File: src/rtl/core/kfc_pkg.sv
// ----------------------------------------------------------------------------
// kfc_pkg: shared types and constants of the KNX TP frame checker
// Holds the frame snapshot, the result record, check codes and register map.
// ----------------------------------------------------------------------------
package kfc_pkg;

    localparam int MAX_FRAME_DEF = 64;
    localparam int HDR_DEPTH     = 7;
    localparam int LEN_W         = 9;
    localparam int CFG_IDX_W     = 2;
    localparam int CFG_DATA_W    = 8;

    localparam logic [7:0] TYPE_MASK_RST = 8'hD3;
    localparam logic [7:0] STD_CODE_RST  = 8'h90;
    localparam logic [7:0] EXT_CODE_RST  = 8'h10;

    localparam logic [3:0]       LEN_NIBBLE_MASK = 4'hF;
    localparam logic [LEN_W-1:0] STD_LEN_BASE    = 9'd8;
    localparam logic [LEN_W-1:0] EXT_LEN_BASE    = 9'd9;
    localparam logic [7:0]       XOR_GOOD        = 8'hFF;
    localparam int               REPEAT_BIT      = 5;

    typedef enum logic [2:0] {
        CHK_OK       = 3'd0,
        CHK_RX_ERROR = 3'd1,
        CHK_NOT_DATA = 3'd2,
        CHK_LENGTH   = 3'd3,
        CHK_CHECKSUM = 3'd4
    } t_check_code;

    typedef enum logic [CFG_IDX_W-1:0] {
        CFG_TYPE_MASK = 2'd0,
        CFG_STD_CODE  = 2'd1,
        CFG_EXT_CODE  = 2'd2
    } t_cfg_idx;

    typedef struct packed {
        logic [7:0] type_mask;
        logic [7:0] standard_code;
        logic [7:0] extended_code;
    } t_cfg;

    // Frame state captured on the final octet
    typedef struct packed {
        logic [HDR_DEPTH-1:0][7:0] hdr;
        logic [7:0]                xor_acc;
        logic [LEN_W-1:0]          count;
        logic                      err;
    } t_frame;

    typedef struct packed {
        logic             frame_ok;
        t_check_code      check_code;
        logic             is_extended;
        logic             is_repeat;
        logic             is_group;
        logic [15:0]      source_address;
        logic [15:0]      dest_address;
        logic [LEN_W-1:0] expected_length;
        logic [LEN_W-1:0] received_length;
    } t_result;

endpackage

File: src/rtl/core/kfc_collect.sv
// ----------------------------------------------------------------------------
// kfc_collect: per-frame octet collector
// Keeps header octets, running XOR, saturating count and error flag; hands a
// registered snapshot of the frame on its final octet.
// ----------------------------------------------------------------------------
module kfc_collect import kfc_pkg::*; #(
    parameter int MAX_FRAME = MAX_FRAME_DEF
) (
    input  logic       i_clk,
    input  logic       i_rst_n,
    input  logic       i_acc,
    input  logic [7:0] i_byte,
    input  logic       i_last,
    input  logic       i_rerr,
    input  logic       i_snap_adv,
    output logic       o_snap_vld,
    output t_frame     o_snap
);

    localparam int CNT_W = $clog2(MAX_FRAME + 1);

    logic [HDR_DEPTH-1:0][7:0] r_hdr, n_hdr;
    logic [7:0]                r_xor, n_xor;
    logic [CNT_W-1:0]          r_cnt, n_cnt;
    logic                      r_err, n_err;
    logic                      r_snap_vld;
    t_frame                    r_snap;
    logic                      store;

    // Octets past the frame limit are dropped
    assign store = (r_cnt < CNT_W'(MAX_FRAME));

    always_comb begin
        for (int k = 0; k < HDR_DEPTH; k++) begin
            n_hdr[k] = (store && (r_cnt == CNT_W'(k))) ? i_byte : r_hdr[k];
        end
        n_xor = store ? (r_xor ^ i_byte) : r_xor;
        n_cnt = store ? (r_cnt + CNT_W'(1)) : r_cnt;
        n_err = r_err | i_rerr;
    end

    always_ff @(posedge i_clk) begin
        if (!i_rst_n) begin
            r_hdr <= '0;
            r_xor <= '0;
            r_cnt <= '0;
            r_err <= 1'b0;
        end else if (i_acc) begin
            if (i_last) begin
                r_hdr <= '0;
                r_xor <= '0;
                r_cnt <= '0;
                r_err <= 1'b0;
            end else begin
                r_hdr <= n_hdr;
                r_xor <= n_xor;
                r_cnt <= n_cnt;
                r_err <= n_err;
            end
        end
    end

    always_ff @(posedge i_clk) begin
        if (!i_rst_n) begin
            r_snap_vld <= 1'b0;
        end else if (i_acc && i_last) begin
            r_snap_vld <= 1'b1;
        end else if (i_snap_adv) begin
            r_snap_vld <= 1'b0;
        end
    end

    always_ff @(posedge i_clk) begin
        if (i_acc && i_last) begin
            r_snap.hdr     <= n_hdr;
            r_snap.xor_acc <= n_xor;
            r_snap.count   <= LEN_W'(n_cnt);
            r_snap.err     <= n_err;
        end
    end

    assign o_snap_vld = r_snap_vld;
    assign o_snap     = r_snap;

endmodule

File: config.mk
export PLATFORM = sky130hd
export DESIGN_NAME = kfc_collect
export DESIGN_NICKNAME = d
export VERILOG_FILES = /design/src/rtl/core/kfc_pkg.sv /design/src/rtl/core/kfc_collect.sv
export SDC_FILE = /design/constraint.sdc
export NUM_CORES = 1
export LEC_CHECK = 0
export BUFFER_PORTS_ARGS = -buffer_cell sky130_fd_sc_hd__buf_2
export CORE_ASPECT_RATIO = 0.9
export CORE_MARGIN = 3
export CORE_UTILIZATION = 55
export CTS_CLUSTER_DIAMETER = 50
export CTS_CLUSTER_SIZE = 30
export DETAILED_ROUTE_END_ITERATION = 16
export PLACE_DENSITY = 0.77
export SYNTH_ARGS = -nofsm -noshare
export SYNTH_HDL_FRONTEND = slang
export SYNTH_SLANG_ARGS = --single-unit
File: constraint.sdc
create_clock -name i_clk -period 2.6 [get_ports i_clk]
set_input_delay 0.13 -clock i_clk [delete_from_list [all_inputs] [get_ports i_clk]]
set_output_delay 0.13 -clock i_clk [all_outputs]
set_load 0.02 [all_outputs]
After elaboration in Yosys (flattened, before gate mapping)
Cells that the tools add are included. Widths: inputs -> output; s select.

Flip-flop bits (word level): 145. Input bits: 14. Output and inout bits: 75. Logic and storage cells: 56.

Add/sub/neg operators: 1. Order comparisons: 1. Equal/unequal tests: 6. Multiplexer cells: 15. Bitwise operators: 2. Reductions and logical operators: 10.

Operator list (number): $mux 8 (9); $mux 56 (1); $eq 7x3->1 const B (3); $eq 7x2->1 const B (2); $mux 7 (2); $logic_and 1x1->1 (8); $xor 8x8->8 (1); $add 7x1->7 const B (1); $eq 7x1->1 const B (1); $logic_not 7->1 (1); $lt 7x7->1 const B (1); $mux 1 (3); $reduce_bool 2->1 (1); $or 1x1->1 (1).

Depth between registers and ports, before layout
Gate-level depths: netlist of the first run.

Word-level depth: 4. Mapped depth: 7. Mapped depth without buffers: 5.

Worst setup path after synthesis of the first run
Ideal clock, no wire load.

Path kind: input -> register. Start: input port i_last. End: register r_snap, in the netlist o_snap[0], enable pin. Library setup time: 0.426 ns. Arrival: 1.967 ns. Data required time: 2.174 ns. Path slack: 0.207 ns. Stages on the path: 4. Path buffers: 2. Cell sequence: nand2_1 > clkbuf_1 > buf_2 > inv_1.

Longest elaborated chain between the ends: 1.

Ends and longest elaborated chain: start: declaration (line kfc_collect.sv:13) `input logic i_last,`; $logic_and 1x1->1 (line kfc_collect.sv:74) `if (i_acc && i_last) begin`; end: declaration (line kfc_collect.sv:27) `t_frame r_snap;`.

Every way passes these cells. A chain may end at the register's enable or synchronous reset.

==> results of run 1 <==
-- repair_timing --
item / CTS / global route
hold buffers: 2 / 0
hold endpoints to repair: 3 / 0
setup buffers: 0 / 0
-- sequential cells by signal, summed over array words and instances, names as in the netlist --
signal,flops
o_snap,72
o_snap_vld,1
r_cnt,7
r_err,1
r_hdr,56
r_xor,8
-- area by class of cell --
cell class / count / area share, %
clock buffer: 24 / 7.12
clock inverter: 8 / 1.92
inverter: 4 / 0.200
multi-input combinational: 337 / 32.6
sequential: 145 / 48.3
tap: 152 / 2.53
timing repair buffer: 97 / 7.40
-- metrics by stage --
stage               hold WS, ns  instances  setup slack, ns  area (µm²)
floorplan                 0.271        534            0.207        6340
global placement          0.383        733            0.561        6810
detailed placement        0.390        733            0.507        6810
CTS                       0.125        767            0.483        7510
global route              0.139        767            0.376        7510
finish                    0.136        767            0.479        7510
-- path summary, 6_finish.rpt --
| path | to | cells past startpoint |
|---|---|---|
| worst min register to register | r_hdr[35] | 2 |
| worst max-delay path | o_snap[43] | 3 |
| worst min-delay path | r_hdr[53] | 3 |
| worst max register to register | o_snap[43] | 3 |
-- per-layer routing --
metal  share of wire [%]  routed length (µm)
met2                  48                6830
met1                  44                6160
met4                 1.5                 210
met5                   0                   0
met3                 6.7                 943
-- power by group through the flow --
stage / Clock [µW] / Combinational (µW) / Sequential [µW]
floorplan: 0 / 181 / 2580
CTS: 2740 / 355 / 2480
global route: 2830 / 382 / 2480
finish: 2720 / 355 / 2480
detailed placement: 0 / 350 / 2520
global placement: 0 / 347 / 2520
-- worst max-delay path: stages (launching register included) --
cell and delay, ns:
dfxtp_1 0.54, nor2_8 0.31, and3_1 0.60, mux2_2 0.41
-- synth_stat cells, types with 2 or more instances --
cell and number:
o21ai_0 2, inv_1 4, nand2b_1 10, a21boi_1 32
mux2_4 6, ha_1 4, buf_4 3, mux2_2 43
edfxtp_1 72, nor2_1 27, dfxtp_1 73, a21oi_1 10
mux2_1 8, and3_1 28, xnor2_1 12, nand2_1 15
nand3_1 66, nand4b_1 2, nand3_4 3, nand4_1 4
buf_6 8, nand4_2 3, buf_2 11, clkbuf_1 26
o21a_1 24, and2_1 2, nor2b_1 20
-- logic make-up after synthesis --
kind of cell             share of synthesized area [%]
AND/OR/NAND/NOR                                   16.9
XOR/XNOR                                          1.80
adder cells (fa/ha/maj)                          0.790
other                                           0.0592
buffers and inverters                             4.42
multiplexers                                      10.5
AO/OA/AOI/OAI                                     8.37
flip-flops                                        57.2
==> results by group, run 1 <==
STA
  – Relative slew slack: 50.6%
  – Fraction of the cycle the final worst path needs: 81.6%
  – Setup_tns: 0 ns
  – Clk_skew: 0.00653 ns
  – FMAX: 471 MHz
  – Worst Max-Slew Pin Slew: 0.739 ns
  – Hold Fails Final Rpt: 0
  – Max Slew Vio Count: 0
  – Fin crit period: 2.12 ns
  – RSZ-0062 raised after global routing: no
  – Setup-failing EPs final: 0

Floorplanning
  – Row count: 36
  – IO Pins: just under 90
  – Starting Density: 57.4%
  – Die H: 108 µm
  – Total die area: about 0.013 mm²
  – Core ar.: 0.0110 mm²
  – Die Width: 119 µm

Run status
  – Status: complete, no violations

GRT
  – GR Layer Usage met3: between 6 and 7%
  – Largest net degree at the start of global routing: a little under 60
  – Initial antenna violation count: 0
  – GR Util met1: 30.2%
  – Grt ovf: 0
  – Number of global-route vias before repair: around 4300
  – Busiest grt layer: met2
  – Met2 global-route usage: a little under two fifths
  – First-pass GRT wire length: 22.9 mm
  – All-Layer GR Usage: 23.1%

Setup path
  – CP required: 2.76 ns
  – Worst Setup End Kind: flop
  – Critical Path AT: 2.29 ns
  – Worst-path fanout max: 19
  – R2R Path Start: r_cnt[6]
  – R2r setup slk: 0.48 ns
  – Startpoint types: flop
  – Crit. Startpoint: r_cnt[6]
  – Crit path kind: flop to flop

Pwr
  – Clock power share: between 40 and 50%
  – Switching power of the nets: 1160 µW
  – Seq pwr share: between 40% and 50%
  – VDD IR max: 504 µV
  – P_int: 4390 µW
  – Leak: 0.00303 µW
  – PwrDens: 740 mW/mm²
  – Tot Pwr: 5550 µW
  – Logic pwr share: 6.4%
  – Switching part of the total: 20.9%

Cells and area
  – Storage cell area: 0.00362 mm²
  – Final core occ: between 60% and 70%
  – Commonest non-fill, non-tap cell in the layout: buf_2
  – Ant. Diodes: 0
  – Number of fill cells: around 800
  – Multi-input logic area: 0.00245 mm²
  – Most frequent cells in the layout: buf_2 (86), dfxtp_1 (73), edfxtp_1 (72)
  – Final #Nets: 620
  – Area growth syn-to-layout: 18.5%
  – Share of layout cells above drive strength 1: 30.4%

CTS
  – CTS tree: yes
  – CTS buffer count: 17
  – H-tree depth: 4
  – Clk_lat worst skew: 0.42 ns
  – Clock slew at reported path FFs: 0.06 ns
  – Clock Sinks: 145
  – Longest Clk Path Bufs: 2
  – Cts repair resizes: 0
  – Clock root buffer: clkbuf_16

Route
  – 1st-iter DRT viols: slightly above 400
  – Remaining DRCs: 0
  – WL/cell: around 18 µm
  – Routed WL: 14.1 mm
  – Vias per std cell: between 5 and 6
  – Final antenna-violating net count: 0
  – Via count: 4345
  – First-pass DRT Iterations: 5

Synthesis
  – Synth cell types: 42
  – EDFF count, synth: 72
  – Mapped Avg Cell Area: ~12 µm²
  – Top cells by area, synth: edfxtp_1 (34%), dfxtp_1 (23%), mux2_2 (7.6%)
  – Syn Std Cell Area: 0.00634 mm²
  – Cell taking the most area after synthesis: edfxtp_1
  – Post-synth top area share: 34.1%
  – Seq/Total Area, Yosys: 57.2%
  – Yosys synthesis warning count: 0
  – Flops & latches, synth: around 150
  – Post-Syn Instances: 533
  – Post-synth ARST share: 0%
  – Post-synth top flop: dfxtp_1

Worst hold path
  – Hold path startpoint: i_byte[5]
  – Worst min-delay path class: primary input to flop

Place
  – GPL Wtd Cong: around 0.8
  – Port Buffers: 86
  – HPWL Detailed: 8.46 mm

Job
  – Max-Cap Viols: 0
Note: power is estimated with default switching activity, not from simulation.
==> inputs of run 2 (changes only) <==
- ABC_AREA: default -> 1
- CORE_UTILIZATION: 55 -> 52
- PLACE_DENSITY: 0.77 -> 0.76
- clock period: 2.6 -> 1.86 ns (I/O delays scaled with it)
==> run 2 against run 1 <==
Power increased by 34%. Combinational power up 45%. Design area rose by 1.7%. Setup slack worse by 0.46 ns. Worst hold slack worse by 0.060 ns. Routed wire length grew 5.1%. Largest power group is now sequential cells. Highest routed layer unchanged.
==> results by group, run 2 <==
Synthesis
  – Mapped Avg Cell Area: 8.86 µm² (was 11.9 µm²)
  – Post-synth top flop: dfxtp_1 (unchanged)
  – Post-synth ARST share: 0% (unchanged)
  – Post-synth top area share: 34.0% (was 34.1%)
  – Flops & latches, synth: 145 (unchanged)
  – Cell taking the most area after synthesis: edfxtp_1 (unchanged)
  – Post-Syn Instances: 717 (was 533)
  – EDFF count, synth: 72 (unchanged)
  – Top cells by area, synth: edfxtp_1 (34%), dfxtp_1 (23%), nand2_1 (11%) (was edfxtp_1 (34%), dfxtp_1 (23%), mux2_2 (7.6%))
  – Commonest cells post-synth: nand2_1 (183), nand3_1 (96), inv_1 (89), a21oi_1 (73), dfxtp_1 (73) (was dfxtp_1 (73), edfxtp_1 (72), nand3_1 (66), mux2_2 (43), a21boi_1 (32))
  – Synth cell types: 26 (was 42)
  – Syn Std Cell Area: 0.00635 mm² (was 0.00634 mm²)
  – Yosys synthesis warning count: 0 (unchanged)
  – Top-count cell post-synth: nand2_1 (was dfxtp_1)
  – Seq/Total Area, Yosys: 57.0% (was 57.2%)

GRT
  – First-pass GRT wire length: 24.4 mm (was 22.9 mm)
  – Grt ovf: 0 (unchanged)
  – All-Layer GR Usage: 22.9% (was 23.1%)
  – Largest net degree at the start of global routing: 71 (was 59)
  – Number of global-route vias before repair: 4919 (was 4312)
  – Initial antenna violation count: 0 (unchanged)

Cells and area
  – Number of flip-flops in the largest register: 72 (unchanged)
  – Ant. Diodes: 0 (unchanged)
  – Final #Nets: 827 (was 620)
  – Most frequent cells in the layout: nand2_1 (183), nand3_1 (96), inv_1 (88) (was buf_2 (86), dfxtp_1 (73), edfxtp_1 (72))
  – Post-Layout Cell Count: 978 (was 767)
  – Final instance area: 0.00764 mm² (was 0.00751 mm²)
  – Number of fill cells: 894 (was 812)
  – Commonest non-fill, non-tap cell in the layout: nand2_1 (was buf_2)
  – Share of layout cells above drive strength 1: 17.9% (was 30.4%)
  – Area growth syn-to-layout: 20.2% (was 18.5%)

Route
  – WL/cell: 15.2 µm (was 18.4 µm)
  – Final antenna-violating net count: 0 (unchanged)
  – Via count: 5137 (was 4345)
  – Vias per std cell: 5.25 (was 5.66)
  – First-pass DRT Iterations: 7 (was 5)
  – 1st-iter DRT viols: 657 (was 403)
  – Remaining DRCs: 0 (unchanged)
  – Routed WL: 14.9 mm (was 14.1 mm)

CTS
  – Cts repair resizes: 0 (unchanged)
  – CTS tree: yes (unchanged)
  – Clock Sinks: 145 (unchanged)
  – Longest Clk Path Bufs: 2 (unchanged)
  – Clock root buffer: clkbuf_16 (unchanged)
  – CTS buffer count: 17 (unchanged)
  – Clk_lat worst skew: 0.42 ns (about the same)
  – Clock slew at reported path FFs: 0.06 ns (about the same)
  – H-tree depth: 4 (unchanged)

Floorplanning
  – Row count: 37 (was 36)
  – Die Width: 123 µm (was 119 µm)
  – Starting Density: 54.5% (was 57.4%)
  – Die H: 111 µm (was 108 µm)
  – Core ar.: 0.0117 mm² (was 0.0110 mm²)
  – Total die area: 0.0136 mm² (was 0.0129 mm²)
  – IO Pins: 89 (unchanged)

STA
  – FMAX: around 540 MHz
  – Worst Max-Slew Pin Slew: 0.512 ns (was 0.739 ns)
  – Relative slew slack: 65.8% (was 50.6%)
  – Fin crit period: approximately 1.8 ns
  – Hold Fails Final Rpt: 0 (unchanged)
  – RSZ-0062 raised after global routing: no (unchanged)
  – Clk_skew: 0.00620 ns (was 0.00653 ns)
  – Setup_tns: 0 ns (unchanged)
  – Fraction of the cycle the final worst path needs: 98.8%
  – Max Slew Vio Count: 0 (unchanged)
  – Setup-failing EPs final: 0 (unchanged)

Place
  – GPL Wtd Cong: 0.853 (was 0.788)
  – Post-DP Area: 0.00697 mm² (was 0.00681 mm²)
  – Post-Place Cells: 940 (was 733)
  – HPWL Detailed: 9.08 mm (was 8.46 mm)
  – Port Buffers: 86 (unchanged)

Setup path
  – Worst Setup End Kind: flop (unchanged)
  – Reg2Reg Depth: 4 (was 3)
  – Worst-path fanout max: 2 (was 19)
  – Critical Path AT: 2.15 ns (was 2.29 ns)
  – R2R Path Start: r_err (was r_cnt[6])
  – R2r setup slk: 0.06 ns (was 0.48 ns)
  – Worst reg2reg path endpoint: r_err (was o_snap[43])
  – Startpoint types: primary input (was flop)
  – CP required: 2.17 ns (was 2.76 ns)
  – Crit path kind: primary input to flop (was flop to flop)

Worst hold path
  – Hold path depth: 4 (was 3)
  – Hold path startpoint: i_byte[4] (was i_byte[5])
  – Worst min-delay path class: primary input to flop (unchanged)
  – Hold endpoint: o_snap[14] (was r_hdr[53])

Pwr
  – Leak: 0.00317 µW (was 0.00303 µW)
  – PwrDens: 978 mW/mm² (was 740 mW/mm²)
  – Tot Pwr: 7470 µW (was 5550 µW)
  – VDD IR max: 651 µV (was 504 µV)

Job
  – Max-Cap Viols: 0 (unchanged)

Run status
  – Status: complete, no violations (unchanged)
-- run 2: changes by cell type after synthesis, moves of 12 or more --
cell	delta
nor2_1	-21
o21a_1	-24
and2_1	+54
a21boi_1	-32
a21oi_1	+63
nand2_1	+168
mux2_2	-43
inv_1	+85
clkbuf_1	-12
nor2b_1	-20
nand3_1	+30
and3_1	-28
-- run 2: what timing repair did --
| action | in CTS | in global routing |
|---|---|---|
| endpoints found under the hold margin | 4 | 0 |
| setup buffers | 0 | 0 |
| hold buffers | 6 | 0 |
-- run 2: cell type report --
| cell class | instances | area [µm²] | area share (%) |
|---|---|---|---|
| Tap cell | 156 | 195 | 2.56 |
| Sequential cell | 145 | 3620 | 47.5 |
| Clock buffer | 22 | 474 | 6.21 |
| Clock inverter | 10 | 133 | 1.74 |
| Inverter | 93 | 353 | 4.62 |
| Timing Repair Buffer | 100 | 601 | 7.86 |
| Multi-Input combinational cell | 452 | 2260 | 29.6 |
-- run 2: cells by family after synthesis --
logic type / after synthesis / share of synthesized area [%]
simple gates: 358 / 26.8
flops: 145 / 57.0
buf+inv: 121 / 7.70
compound gates: 78 / 6.18
xor+xnor: 10 / 1.38
fa+ha+maj: 4 / 0.788
other cells: 1 / 0.0590
-- run 2: report_power, final --
group          internal, µW  total (µW)  leakage [µW]  switching (µW)
Clock                  2200        3470      0.000292            1270
Sequential             3450        3480       0.00129            32.8
Combinational           152         513       0.00159             362
Total                  5800        7470       0.00317            1670
-- run 2: worst max-delay path: stages --
cell,delay (ns)
dlygate4sd3_1,0.53
buf_2,0.13
a21oi_1,0.18
dlygate4sd3_1,0.61
nor2_1,0.06
dlygate4sd3_1,0.55
-- run 2: how the worst max path moves through the flow --
| stage | start | to | slack [ns] |
|---|---|---|---|
| 6_report | i_rerr | r_err | 0.02 |
| 5_1_grt | i_rerr | r_err | 0.008 |
| 4_1_cts | i_rerr | r_err | 0.18 |
| 3_5_place_dp | r_cnt[0] | o_snap[70] | 0.22 |
| 3_3_place_gp | r_cnt[0] | o_snap[54] | 0.30 |
| 2_1_floorplan | i_last | o_snap[0] | 0.20 |
-- run 2: per-stage QoR --
stage | hold WS [ns] | utilization, % | setup WS (ns)
after global routing | 0.0834 | 65.5 | 0.00761
after detailed placement | 0.351 | 59.7 | 0.215
after CTS | 0.0618 | 65.5 | 0.183
after floorplan | 0.230 | - | 0.200
after global placement | 0.334 | 59.7 | 0.296
final | 0.0756 | 65.5 | 0.0216
-- run 2: layer usage --
layer	vias up	share of wire (%)	track usage (%)
li1	2487	-	-
met1	2417	41	29.5
met5	-	0	0
met4	0	2.8	10.4
met3	33	7.2	5.56
met2	200	49	36.4
